--- src/rtl/ert_pkg.sv ---
// ----------------------------------------------------------------------------
// Echo request tracker package
// Shared types, command and result codes for the echo request tracker.
// ----------------------------------------------------------------------------
package ert_pkg;

    localparam int DEFAULT_TABLE_DEPTH = 16;

    localparam logic [1:0] CMD_REQUEST = 2'd0;
    localparam logic [1:0] CMD_PACKET  = 2'd1;
    localparam logic [1:0] CMD_TICK    = 2'd2;
    localparam logic [1:0] CMD_CLEAR   = 2'd3;

    localparam logic [2:0] KIND_OK        = 3'd0;
    localparam logic [2:0] KIND_TIMEOUT   = 3'd1;
    localparam logic [2:0] KIND_FULL      = 3'd2;
    localparam logic [2:0] KIND_DUP       = 3'd3;
    localparam logic [2:0] KIND_UNMATCHED = 3'd4;
    localparam logic [2:0] KIND_BADTYPE   = 3'd5;

    localparam logic [7:0] TYPE_REPLY   = 8'h00;
    localparam logic [7:0] TYPE_REQUEST = 8'h08;

    localparam logic [7:0] LIMIT_RESET = 8'd5;

    typedef struct packed {
        logic [31:0] addr;
        logic [15:0] ident;
        logic [15:0] seq;
    } key_t;

    typedef struct packed {
        key_t       key;
        logic [7:0] age;
    } entry_t;

    typedef struct packed {
        logic [2:0] kind;
        key_t       key;
        logic       last;
    } result_t;

endpackage

--- src/rtl/ert_table.sv ---
// ----------------------------------------------------------------------------
// Echo request tracker entry table
// Simple dual-port memory of keys and ages with a registered read.
// ----------------------------------------------------------------------------
module ert_table #(
    parameter int TABLE_DEPTH = ert_pkg::DEFAULT_TABLE_DEPTH,
    localparam int IDX_W = (TABLE_DEPTH > 1) ? $clog2(TABLE_DEPTH) : 1
) (
    input  logic                  clk,
    input  logic [IDX_W-1:0]      rd_idx,
    output ert_pkg::entry_t       rd_entry,
    input  logic                  wr_en,
    input  logic [IDX_W-1:0]      wr_idx,
    input  ert_pkg::entry_t       wr_entry
);
    import ert_pkg::*;

    entry_t mem [TABLE_DEPTH];
    entry_t rd_entry_reg;

    always_ff @(posedge clk)
    begin
        if (wr_en)
        begin
            mem[wr_idx] <= wr_entry;
        end
        rd_entry_reg <= mem[rd_idx];
    end

    assign rd_entry = rd_entry_reg;

endmodule

--- src/rtl/ert_out_reg.sv ---
// ----------------------------------------------------------------------------
// Echo request tracker output register
// Holds one result transaction until the downstream side takes it.
// ----------------------------------------------------------------------------
module ert_out_reg (
    input  logic              clk,
    input  logic              rst_n,
    input  logic              push,
    input  ert_pkg::result_t  push_res,
    output logic              out_free,
    output logic              m_tvalid,
    input  logic              m_tready,
    output logic [63:0]       m_tdata,
    output logic [2:0]        m_tuser,
    output logic              m_tlast
);
    import ert_pkg::*;

    logic    valid_reg;
    logic    valid_next;
    result_t res_reg;

    assign out_free = !valid_reg || m_tready;

    always_comb
    begin
        valid_next = valid_reg;
        if (push)
        begin
            valid_next = 1'b1;
        end
        else if (m_tready)
        begin
            valid_next = 1'b0;
        end
    end

    always_ff @(posedge clk or negedge rst_n)
    begin
        if (!rst_n)
        begin
            valid_reg <= 1'b0;
        end
        else
        begin
            valid_reg <= valid_next;
        end
    end

    always_ff @(posedge clk)
    begin
        if (push)
        begin
            res_reg <= push_res;
        end
    end

    assign m_tvalid = valid_reg;
    assign m_tdata  = {res_reg.key.seq, res_reg.key.ident, res_reg.key.addr};
    assign m_tuser  = res_reg.kind;
    assign m_tlast  = res_reg.last;

endmodule

--- src/rtl/ert_ctrl.sv ---
// ----------------------------------------------------------------------------
// Echo request tracker sequencer
// Scans one table entry per cycle unless a tick waits on output, with a shared
// key compare and age update, then allocates, frees or reports per command.
// ----------------------------------------------------------------------------
module ert_ctrl #(
    parameter int TABLE_DEPTH = ert_pkg::DEFAULT_TABLE_DEPTH,
    localparam int IDX_W = (TABLE_DEPTH > 1) ? $clog2(TABLE_DEPTH) : 1
) (
    input  logic                  clk,
    input  logic                  rst_n,
    input  logic                  s_tvalid,
    output logic                  s_tready,
    input  logic [1:0]            s_cmd,
    input  ert_pkg::key_t         s_key,
    input  logic [7:0]            s_type,
    input  logic [7:0]            limit,
    output logic [IDX_W-1:0]      rd_idx,
    input  ert_pkg::entry_t       rd_entry,
    output logic                  wr_en,
    output logic [IDX_W-1:0]      wr_idx,
    output ert_pkg::entry_t       wr_entry,
    output logic                  push,
    output ert_pkg::result_t      push_res,
    input  logic                  out_free
);
    import ert_pkg::*;

    localparam logic [1:0] ST_IDLE   = 2'd0;
    localparam logic [1:0] ST_SCAN   = 2'd1;
    localparam logic [1:0] ST_FINISH = 2'd2;

    localparam logic [1:0] OP_REQ     = 2'd0;
    localparam logic [1:0] OP_REPLY   = 2'd1;
    localparam logic [1:0] OP_TICK    = 2'd2;
    localparam logic [1:0] OP_BADTYPE = 2'd3;

    localparam logic [IDX_W-1:0] LAST_IDX = IDX_W'(TABLE_DEPTH - 1);

    logic [1:0]             state_reg, state_next;
    logic [1:0]             op_reg, op_next;
    logic [IDX_W-1:0]       ptr_reg, ptr_next;
    key_t                   key_reg, key_next;
    logic                   match_found_reg, match_found_next;
    logic [IDX_W-1:0]       match_idx_reg, match_idx_next;
    logic                   free_found_reg, free_found_next;
    logic [IDX_W-1:0]       free_idx_reg, free_idx_next;
    logic                   pend_valid_reg, pend_valid_next;
    key_t                   pend_reg, pend_next;
    logic [TABLE_DEPTH-1:0] valid_reg, valid_next;

    logic       advance;
    logic       at_last;
    logic       result_due;
    logic [8:0] age_inc;

    assign s_tready = (state_reg == ST_IDLE);
    assign at_last  = (ptr_reg == LAST_IDX);
    assign age_inc  = {1'b0, rd_entry.age} + 9'd1;

    always_comb
    begin
        state_next       = state_reg;
        op_next          = op_reg;
        ptr_next         = ptr_reg;
        key_next         = key_reg;
        match_found_next = match_found_reg;
        match_idx_next   = match_idx_reg;
        free_found_next  = free_found_reg;
        free_idx_next    = free_idx_reg;
        pend_valid_next  = pend_valid_reg;
        pend_next        = pend_reg;
        valid_next       = valid_reg;
        advance          = 1'b1;
        result_due       = 1'b0;
        wr_en            = 1'b0;
        wr_idx           = ptr_reg;
        wr_entry.key     = rd_entry.key;
        wr_entry.age     = age_inc[7:0];
        push             = 1'b0;
        push_res.kind    = KIND_OK;
        push_res.key     = key_reg;
        push_res.last    = 1'b1;

        unique case (state_reg)
            ST_IDLE:
            begin
                if (s_tvalid)
                begin
                    key_next         = s_key;
                    ptr_next         = '0;
                    match_found_next = 1'b0;
                    free_found_next  = 1'b0;
                    pend_valid_next  = 1'b0;
                    unique case (s_cmd)
                        CMD_REQUEST:
                        begin
                            op_next    = OP_REQ;
                            state_next = ST_SCAN;
                        end
                        CMD_PACKET:
                        begin
                            if (s_type == TYPE_REPLY)
                            begin
                                op_next    = OP_REPLY;
                                state_next = ST_SCAN;
                            end
                            else if (s_type != TYPE_REQUEST)
                            begin
                                op_next    = OP_BADTYPE;
                                state_next = ST_FINISH;
                            end
                        end
                        CMD_TICK:
                        begin
                            op_next    = OP_TICK;
                            state_next = ST_SCAN;
                        end
                        CMD_CLEAR:
                        begin
                            valid_next = '0;
                        end
                    endcase
                end
            end
            ST_SCAN:
            begin
                if (op_reg == OP_TICK)
                begin
                    if (valid_reg[ptr_reg])
                    begin
                        if (age_inc > {1'b0, limit})
                        begin
                            if (pend_valid_reg && !out_free)
                            begin
                                advance = 1'b0;
                            end
                            else
                            begin
                                push              = pend_valid_reg;
                                push_res.kind     = KIND_TIMEOUT;
                                push_res.key      = pend_reg;
                                push_res.last     = 1'b0;
                                pend_next         = rd_entry.key;
                                pend_valid_next   = 1'b1;
                                valid_next[ptr_reg] = 1'b0;
                            end
                        end
                        else
                        begin
                            wr_en = 1'b1;
                        end
                    end
                end
                else
                begin
                    if (valid_reg[ptr_reg] && rd_entry.key == key_reg && !match_found_reg)
                    begin
                        match_found_next = 1'b1;
                        match_idx_next   = ptr_reg;
                    end
                    if (!valid_reg[ptr_reg] && !free_found_reg)
                    begin
                        free_found_next = 1'b1;
                        free_idx_next   = ptr_reg;
                    end
                end
                if (advance)
                begin
                    if (at_last)
                    begin
                        state_next = ST_FINISH;
                    end
                    else
                    begin
                        ptr_next = ptr_reg + 1'b1;
                    end
                end
            end
            ST_FINISH:
            begin
                unique case (op_reg)
                    OP_REQ:     result_due = match_found_reg || !free_found_reg;
                    OP_REPLY:   result_due = 1'b1;
                    OP_TICK:    result_due = pend_valid_reg;
                    OP_BADTYPE: result_due = 1'b1;
                endcase
                if (out_free || !result_due)
                begin
                    state_next = ST_IDLE;
                    push       = result_due;
                    unique case (op_reg)
                        OP_REQ:
                        begin
                            if (match_found_reg)
                            begin
                                push_res.kind = KIND_DUP;
                            end
                            else if (free_found_reg)
                            begin
                                wr_en        = 1'b1;
                                wr_idx       = free_idx_reg;
                                wr_entry.key = key_reg;
                                wr_entry.age = '0;
                                valid_next[free_idx_reg] = 1'b1;
                            end
                            else
                            begin
                                push_res.kind = KIND_FULL;
                            end
                        end
                        OP_REPLY:
                        begin
                            if (match_found_reg)
                            begin
                                push_res.kind = KIND_OK;
                                valid_next[match_idx_reg] = 1'b0;
                            end
                            else
                            begin
                                push_res.kind = KIND_UNMATCHED;
                            end
                        end
                        OP_TICK:
                        begin
                            push_res.kind   = KIND_TIMEOUT;
                            push_res.key    = pend_reg;
                            pend_valid_next = 1'b0;
                        end
                        OP_BADTYPE:
                        begin
                            push_res.kind = KIND_BADTYPE;
                        end
                    endcase
                end
            end
            default:
            begin
                state_next = ST_IDLE;
            end
        endcase

        if (state_reg == ST_SCAN)
        begin
            rd_idx = (advance && !at_last) ? ptr_reg + 1'b1 : ptr_reg;
        end
        else
        begin
            rd_idx = '0;
        end
    end

    always_ff @(posedge clk or negedge rst_n)
    begin
        if (!rst_n)
        begin
            state_reg       <= ST_IDLE;
            valid_reg       <= '0;
            pend_valid_reg  <= 1'b0;
            match_found_reg <= 1'b0;
            free_found_reg  <= 1'b0;
            op_reg          <= OP_REQ;
            ptr_reg         <= '0;
        end
        else
        begin
            state_reg       <= state_next;
            valid_reg       <= valid_next;
            pend_valid_reg  <= pend_valid_next;
            match_found_reg <= match_found_next;
            free_found_reg  <= free_found_next;
            op_reg          <= op_next;
            ptr_reg         <= ptr_next;
        end
    end

    always_ff @(posedge clk)
    begin
        key_reg       <= key_next;
        match_idx_reg <= match_idx_next;
        free_idx_reg  <= free_idx_next;
        pend_reg      <= pend_next;
    end

endmodule

--- src/rtl/echo_request_tracker.sv ---
// ----------------------------------------------------------------------------
// Echo request tracker
// Table of outstanding ICMP echo requests with duplicate, reply and timeout
// reporting.
// ----------------------------------------------------------------------------
// A request, an echo reply or a timer tick reads and compares one table entry
// per cycle through the single read port of the entry memory, and a final
// state allocates, frees or reports. A clear command or a received echo
// request completes without leaving idle, and any other received type goes
// straight to the final state. A command that reports waits in its final
// state while the output register is still occupied, and a tick that expires
// several entries also waits during its scan. Results leave through a
// one-deep output register, and the last result of each input transaction
// that reports carries tlast. Timeout limit writes are always accepted and
// take effect from the next cycle, so they belong between input transactions.
module echo_request_tracker #(
    parameter int TABLE_DEPTH = ert_pkg::DEFAULT_TABLE_DEPTH,
    localparam int IDX_W = (TABLE_DEPTH > 1) ? $clog2(TABLE_DEPTH) : 1
) (
    input  logic        clk,
    input  logic        rst_n,
    input  logic        s_tvalid,
    output logic        s_tready,
    input  logic [71:0] s_tdata,   // dest_addr, echo_ident, echo_seq, pkt_type
    input  logic [1:0]  s_tuser,   // cmd
    output logic        m_tvalid,
    input  logic        m_tready,
    output logic [63:0] m_tdata,   // res_addr, res_ident, res_seq
    output logic [2:0]  m_tuser,   // kind
    output logic        m_tlast,
    input  logic        cfg_valid,
    output logic        cfg_ready,
    input  logic [7:0]  cfg_data
);
    import ert_pkg::*;

    logic [7:0]       limit_reg;
    logic [7:0]       limit_next;
    key_t             s_key;
    logic [IDX_W-1:0] rd_idx;
    entry_t           rd_entry;
    logic             wr_en;
    logic [IDX_W-1:0] wr_idx;
    entry_t           wr_entry;
    logic             push;
    result_t          push_res;
    logic             out_free;

    assign cfg_ready   = 1'b1;
    assign limit_next  = cfg_valid ? cfg_data : limit_reg;
    assign s_key.addr  = s_tdata[31:0];
    assign s_key.ident = s_tdata[47:32];
    assign s_key.seq   = s_tdata[63:48];

    always_ff @(posedge clk or negedge rst_n)
    begin
        if (!rst_n)
        begin
            limit_reg <= LIMIT_RESET;
        end
        else
        begin
            limit_reg <= limit_next;
        end
    end

    ert_table #(
        .TABLE_DEPTH(TABLE_DEPTH)
    ) u_table (
        .clk      (clk),
        .rd_idx   (rd_idx),
        .rd_entry (rd_entry),
        .wr_en    (wr_en),
        .wr_idx   (wr_idx),
        .wr_entry (wr_entry)
    );

    ert_ctrl #(
        .TABLE_DEPTH(TABLE_DEPTH)
    ) u_ctrl (
        .clk      (clk),
        .rst_n    (rst_n),
        .s_tvalid (s_tvalid),
        .s_tready (s_tready),
        .s_cmd    (s_tuser),
        .s_key    (s_key),
        .s_type   (s_tdata[71:64]),
        .limit    (limit_reg),
        .rd_idx   (rd_idx),
        .rd_entry (rd_entry),
        .wr_en    (wr_en),
        .wr_idx   (wr_idx),
        .wr_entry (wr_entry),
        .push     (push),
        .push_res (push_res),
        .out_free (out_free)
    );

    ert_out_reg u_out_reg (
        .clk      (clk),
        .rst_n    (rst_n),
        .push     (push),
        .push_res (push_res),
        .out_free (out_free),
        .m_tvalid (m_tvalid),
        .m_tready (m_tready),
        .m_tdata  (m_tdata),
        .m_tuser  (m_tuser),
        .m_tlast  (m_tlast)
    );

    a_clear_one_cycle: assert property (@(posedge clk) disable iff (!rst_n)
        (s_tvalid && s_tready && s_tuser == CMD_CLEAR) |=> s_tready)
        else $error("clear transaction did not return to ready");

    a_request_scans: assert property (@(posedge clk) disable iff (!rst_n)
        (s_tvalid && s_tready && s_tuser == CMD_REQUEST) |=> !s_tready)
        else $error("request transaction did not start a table scan");

    a_kind_range: assert property (@(posedge clk) disable iff (!rst_n)
        m_tvalid |-> (m_tuser <= KIND_BADTYPE))
        else $error("result transaction carries an undefined kind");

endmodule
--- config.mk ---
export PLATFORM = sky130hd
export DESIGN_NAME = echo_request_tracker
export DESIGN_NICKNAME = d
export VERILOG_FILES = /design/src/rtl/ert_pkg.sv /design/src/rtl/ert_table.sv /design/src/rtl/ert_out_reg.sv /design/src/rtl/ert_ctrl.sv /design/src/rtl/echo_request_tracker.sv
export SDC_FILE = /design/constraint.sdc
export NUM_CORES = 2
export LEC_CHECK = 0
export BUFFER_PORTS_ARGS = -buffer_cell sky130_fd_sc_hd__buf_4
export CORE_MARGIN = 1.5
export CORE_UTILIZATION = 42
export CTS_CLUSTER_SIZE = 12
export DETAILED_ROUTE_END_ITERATION = 6
export GPL_ROUTABILITY_DRIVEN = 0
export PLACE_DENSITY_LB_ADDON = 0.15
export SLEW_MARGIN = 20
export SYNTH_ARGS = -nofsm -noshare
export SYNTH_HDL_FRONTEND = slang
export SYNTH_HIERARCHICAL = 1
export SYNTH_SLANG_ARGS = --single-unit
--- constraint.sdc ---
create_clock -name clk -period 21.4 [get_ports clk]
set_input_delay 2.14 -clock clk [delete_from_list [all_inputs] [get_ports clk]]
set_output_delay 2.14 -clock clk [all_outputs]
set_load 0.01 [all_outputs]
==> flow_results.xml <==
<?xml version="1.0" encoding="UTF-8"?>
<metrics>
  <group name="synth">
    <metric name="syn-instance-count" unit="">2950</metric>
    <metric name="synth.area.top_cells" unit="">edfxtp_1, mux4_2, dfxtp_1, nand2_1, a22oi_1</metric>
    <metric name="postSynth.topFlopCell" unit="">edfxtp_1</metric>
    <metric name="asyncSetResetFlopFracSynth" unit="">0.02459</metric>
    <metric name="synth_nets" unit="">3059</metric>
    <metric name="flip_flop_and_latch_count_after_synthesis" unit="">1464</metric>
    <metric name="synth_top_cell_by_area" unit="">edfxtp_1</metric>
    <metric name="synth.avg_cell_area" unit="µm²">19.17</metric>
    <metric name="synthesis_warnings" unit="">6</metric>
    <metric name="synth_edf_count" unit="">1356</metric>
    <metric name="area_of_the_mapped_netlist" unit="mm²">0.05655</metric>
    <metric name="synth.cells.most_frequent" unit="">edfxtp_1, nand2_1, mux4_2, a22oi_1, nor2_1</metric>
    <metric name="synth.most_common_cell" unit="">edfxtp_1</metric>
    <metric name="netlist.area_leader.share" unit="">0.7200</metric>
    <metric name="proportion_of_synthesized_chip_area_in_sequential_cells" unit="">0.7615</metric>
    <metric name="synth.distinct_cells" unit="">70</metric>
  </group>
  <group name="clock_network">
    <metric name="h_tree_levels" unit="">4</metric>
    <metric name="clock_path_buffers" unit="">3</metric>
    <metric name="post_cts.repair.setup_buffers" unit="">0</metric>
    <metric name="cts_made_buffers" unit="">156</metric>
    <metric name="tritoncts" unit="">done</metric>
    <metric name="hold_buffers" unit="">0</metric>
    <metric name="postCtsResizedCells" unit="">0</metric>
    <metric name="clk_pin_slew" unit="ns">0.06</metric>
    <metric name="clock-root-buffer" unit="">clkbuf_16</metric>
    <metric name="clock_latency" unit="ns">0.80</metric>
    <metric name="cts.sinks" unit="">1464</metric>
  </group>
  <group name="sta">
    <metric name="grt_setup_unrepaired" unit="">false</metric>
    <metric name="final.period_utilization" unit="">0.3081</metric>
    <metric name="fmax" unit="MHz">151.7</metric>
    <metric name="worst_slack" unit="ns">14.81</metric>
    <metric name="final_max_slew_viol_count" unit="">0</metric>
    <metric name="worst_slew_margin_rel" unit="">0.2388</metric>
    <metric name="report.final.hold_viol_count" unit="">0</metric>
    <metric name="worstMarginPinSlew" unit="ns">1.142</metric>
    <metric name="fin_setup_tns" unit="ns">0</metric>
    <metric name="period_needed" unit="ns">6.592</metric>
    <metric name="endpoints_failing_setup" unit="">0</metric>
    <metric name="fin_skew" unit="ns">0.02838</metric>
  </group>
  <group name="setup_path">
    <metric name="critPathArrivalTime" unit="ns">6.99</metric>
    <metric name="crit_required" unit="ns">21.79</metric>
    <metric name="r2r_end" unit="">u_table/mem[2][55]$_DFFE_PP_</metric>
    <metric name="worstSetupEndpointType" unit="">flip-flop</metric>
    <metric name="regToRegStartpoint" unit="">u_ctrl/state_reg[0]$_DFFE_PN0P_</metric>
    <metric name="reg2reg_path_depth" unit="">10</metric>
    <metric name="r2r_setup_slack" unit="ns">14.81</metric>
    <metric name="path_max_fanout" unit="">51</metric>
    <metric name="timing_worst_setup_path_type" unit="">flip-flop to flip-flop</metric>
    <metric name="start_kind" unit="">flip-flop</metric>
  </group>
  <group name="power">
    <metric name="peakVddDrop" unit="mV">0.07800</metric>
    <metric name="pwr_density_cell" unit="mW/mm²">116.0</metric>
    <metric name="power.static_leakage" unit="µW">0.02087</metric>
  </group>
  <group name="floorplanning">
    <metric name="initial_utilization" unit="">0.4237</metric>
    <metric name="ios" unit="">158</metric>
    <metric name="die_y" unit="µm">369.9</metric>
    <metric name="core_region_area" unit="mm²">0.1335</metric>
    <metric name="floorplan.rows" unit="">134</metric>
    <metric name="fp.dieW" unit="µm">369.9</metric>
    <metric name="floorplan.die_area" unit="mm²">0.1369</metric>
  </group>
  <group name="placed_design">
    <metric name="numPortBuffers" unit="">156</metric>
    <metric name="dp_slack" unit="ns">14.25</metric>
    <metric name="place_hpwl" unit="µm">82350</metric>
    <metric name="placedInstanceArea" unit="mm²">0.05990</metric>
  </group>
  <group name="hold_path">
    <metric name="holdCritPathClass" unit="">flip-flop to flip-flop</metric>
    <metric name="worstHoldEndpoint" unit="">u_ctrl/pend_reg[10]$_DFFE_PP_</metric>
    <metric name="timing.hold.worst.start" unit="">u_table/rd_entry[18]$_DFF_P_</metric>
    <metric name="number_of_cells_on_the_worst_hold_path" unit="">0</metric>
  </group>
  <group name="drt">
    <metric name="num_vias" unit="">29340</metric>
    <metric name="drt-pass1-iter-count" unit="">6</metric>
    <metric name="drt_drc_violations_left" unit="">0</metric>
    <metric name="detail_route.wl_per_cell" unit="µm">30.25</metric>
    <metric name="violation_count_after_the_first_detailed_routing_iteration" unit="">3276</metric>
    <metric name="route.detailed.vias_per_inst" unit="">5.777</metric>
    <metric name="antenna_violating_nets_post_route" unit="">0</metric>
    <metric name="detail_route.wirelength" unit="µm">153600</metric>
  </group>
  <group name="global_route">
    <metric name="grt_start_max_net_pins" unit="">157</metric>
    <metric name="vias_in_the_first_global_route" unit="">29820</metric>
    <metric name="grt_pass1_wl" unit="µm">218200</metric>
    <metric name="global_route.overflow_total" unit="">0</metric>
    <metric name="grt_antenna_before_repair" unit="">4</metric>
    <metric name="gr-usage-all-layers" unit="">0.2257</metric>
  </group>
  <group name="layout">
    <metric name="drive_gt1_frac" unit="">0.2336</metric>
    <metric name="fin_nets" unit="">3290</metric>
    <metric name="synthToLayoutAreaGrowth" unit="%">14.65</metric>
    <metric name="largest_register_ff_count" unit="">1152</metric>
    <metric name="fill_cells" unit="">10960</metric>
    <metric name="design_area" unit="mm²">0.06484</metric>
  </group>
  <group name="job">
    <metric name="drv.max_cap_violation_count" unit="">0</metric>
  </group>
  <group name="status">
    <metric name="run_status" unit="">finished clean</metric>
  </group>
</metrics>
==> critical path, stage by stage (launching register included) <==
cell	delay, ns
dfrtp_1	0.40
inv_1	0.12
ha_1	0.45
clkinv_1	0.68
nor2_4	0.77
buf_4	0.89
o21ai_0	0.62
nand2b_1	0.49
nor2_4	0.19
buf_4	0.75
buf_4	0.73
==> power by group <==
part	total [µW]	internal [µW]	switching, µW
clock	2570	1480	1090
combinational	1340	491	845
sequential	3610	3480	131
==> metrics by stage <==
step	utilization	std cells	hold WS, ns	total power, µW
4_1_cts	0.4854	5075	0.4437	7580
3_3_place_gp	0.4484	4787	0.4326	4976
2_1_floorplan	-	2950	0.4082	4496
5_1_grt	0.4858	5077	0.4537	7799
3_5_place_dp	0.4488	4789	0.4417	5003
6_report	0.4858	5079	0.4425	7524
==> final cells by class <==
class	instances	area (µm²)	area share
inverters	31	118.9	0.001833
clock buffers	240	4443	0.06853
diodes	2	5.005	0.00007719
well taps	1768	2212	0.03412
clock inverters	46	434.2	0.006696
multi-input cells	1305	12770	0.1969
repair buffers	223	1792	0.02763
flip-flops and latches	1464	43060	0.6642
==> routing by layer <==
metal / share of wire / GRT usage
met1: 0.43 / 0.3208
met3: 0.083 / 0.05528
met4: 0.018 / 0.05076
met2: 0.47 / 0.3532
met5: 0.000065 / 0
==> cell families (layout without fill, tap and decap cells) <==
kind of cell,Yosys count,count (layout),share of synthesized area
flip-flops,1464,1464,0.7615
buffers and inverters,181,540,0.01646
other,1,3,0.00006631
multiplexers,305,305,0.1193
AND/OR/NAND/NOR,575,575,0.04390
adder cells (fa/ha/maj),22,22,0.004867
AO/OA/AOI/OAI,341,341,0.04445
XOR/XNOR,61,61,0.009447
==> worst max-delay path by stage <==
stage	slack, ns	start	to
global placement	14.34	m_tready	u_table/rd_entry[0]$_DFF_P_
finish	14.81	u_ctrl/state_reg[0]$_DFFE_PN0P_	u_table/mem[2][55]$_DFFE_PP_
floorplan	12.78	u_table/rd_entry[2]$_DFF_P_	u_table/mem[0][0]$_DFFE_PP_
CTS	14.67	u_table/rd_entry[0]$_DFF_P_	u_table/rd_entry[62]$_DFF_P_
global route	14.59	u_ctrl/state_reg[0]$_DFFE_PN0P_	u_table/mem[2][55]$_DFFE_PP_
detailed placement	14.25	m_tready	u_table/rd_entry[62]$_DFF_P_
==> cell usage in the layout (no fill, tap or decap), drive strengths merged, types with 3 or more instances in the layout <==
master and instances:
buf 223, nand2 352, clkbuf 240, o21ai 28, nor3 14, ha 22
a2bb2oi 4, a22oi 150, edfxtp 1356, nor2 102, nand2b 16, o2bb2ai 59
nor4 7, nand3 20, xor2 14, o211ai 6, mux2i 4, clkinv 38
o2111ai 3, a221o 6, inv 35, a22o 3, a32o 3, nand4 14
dfxtp 72, nor2b 13, a31oi 9, nand3b 5, mux2 9, or3 4
bufinv 4, xnor2 47, mux4 292, and2 10, dfrtp 34, or4 3
and3 3, a211oi 3, nor3b 3, a21oi 51
Note: power is estimated with default switching activity, not from simulation.
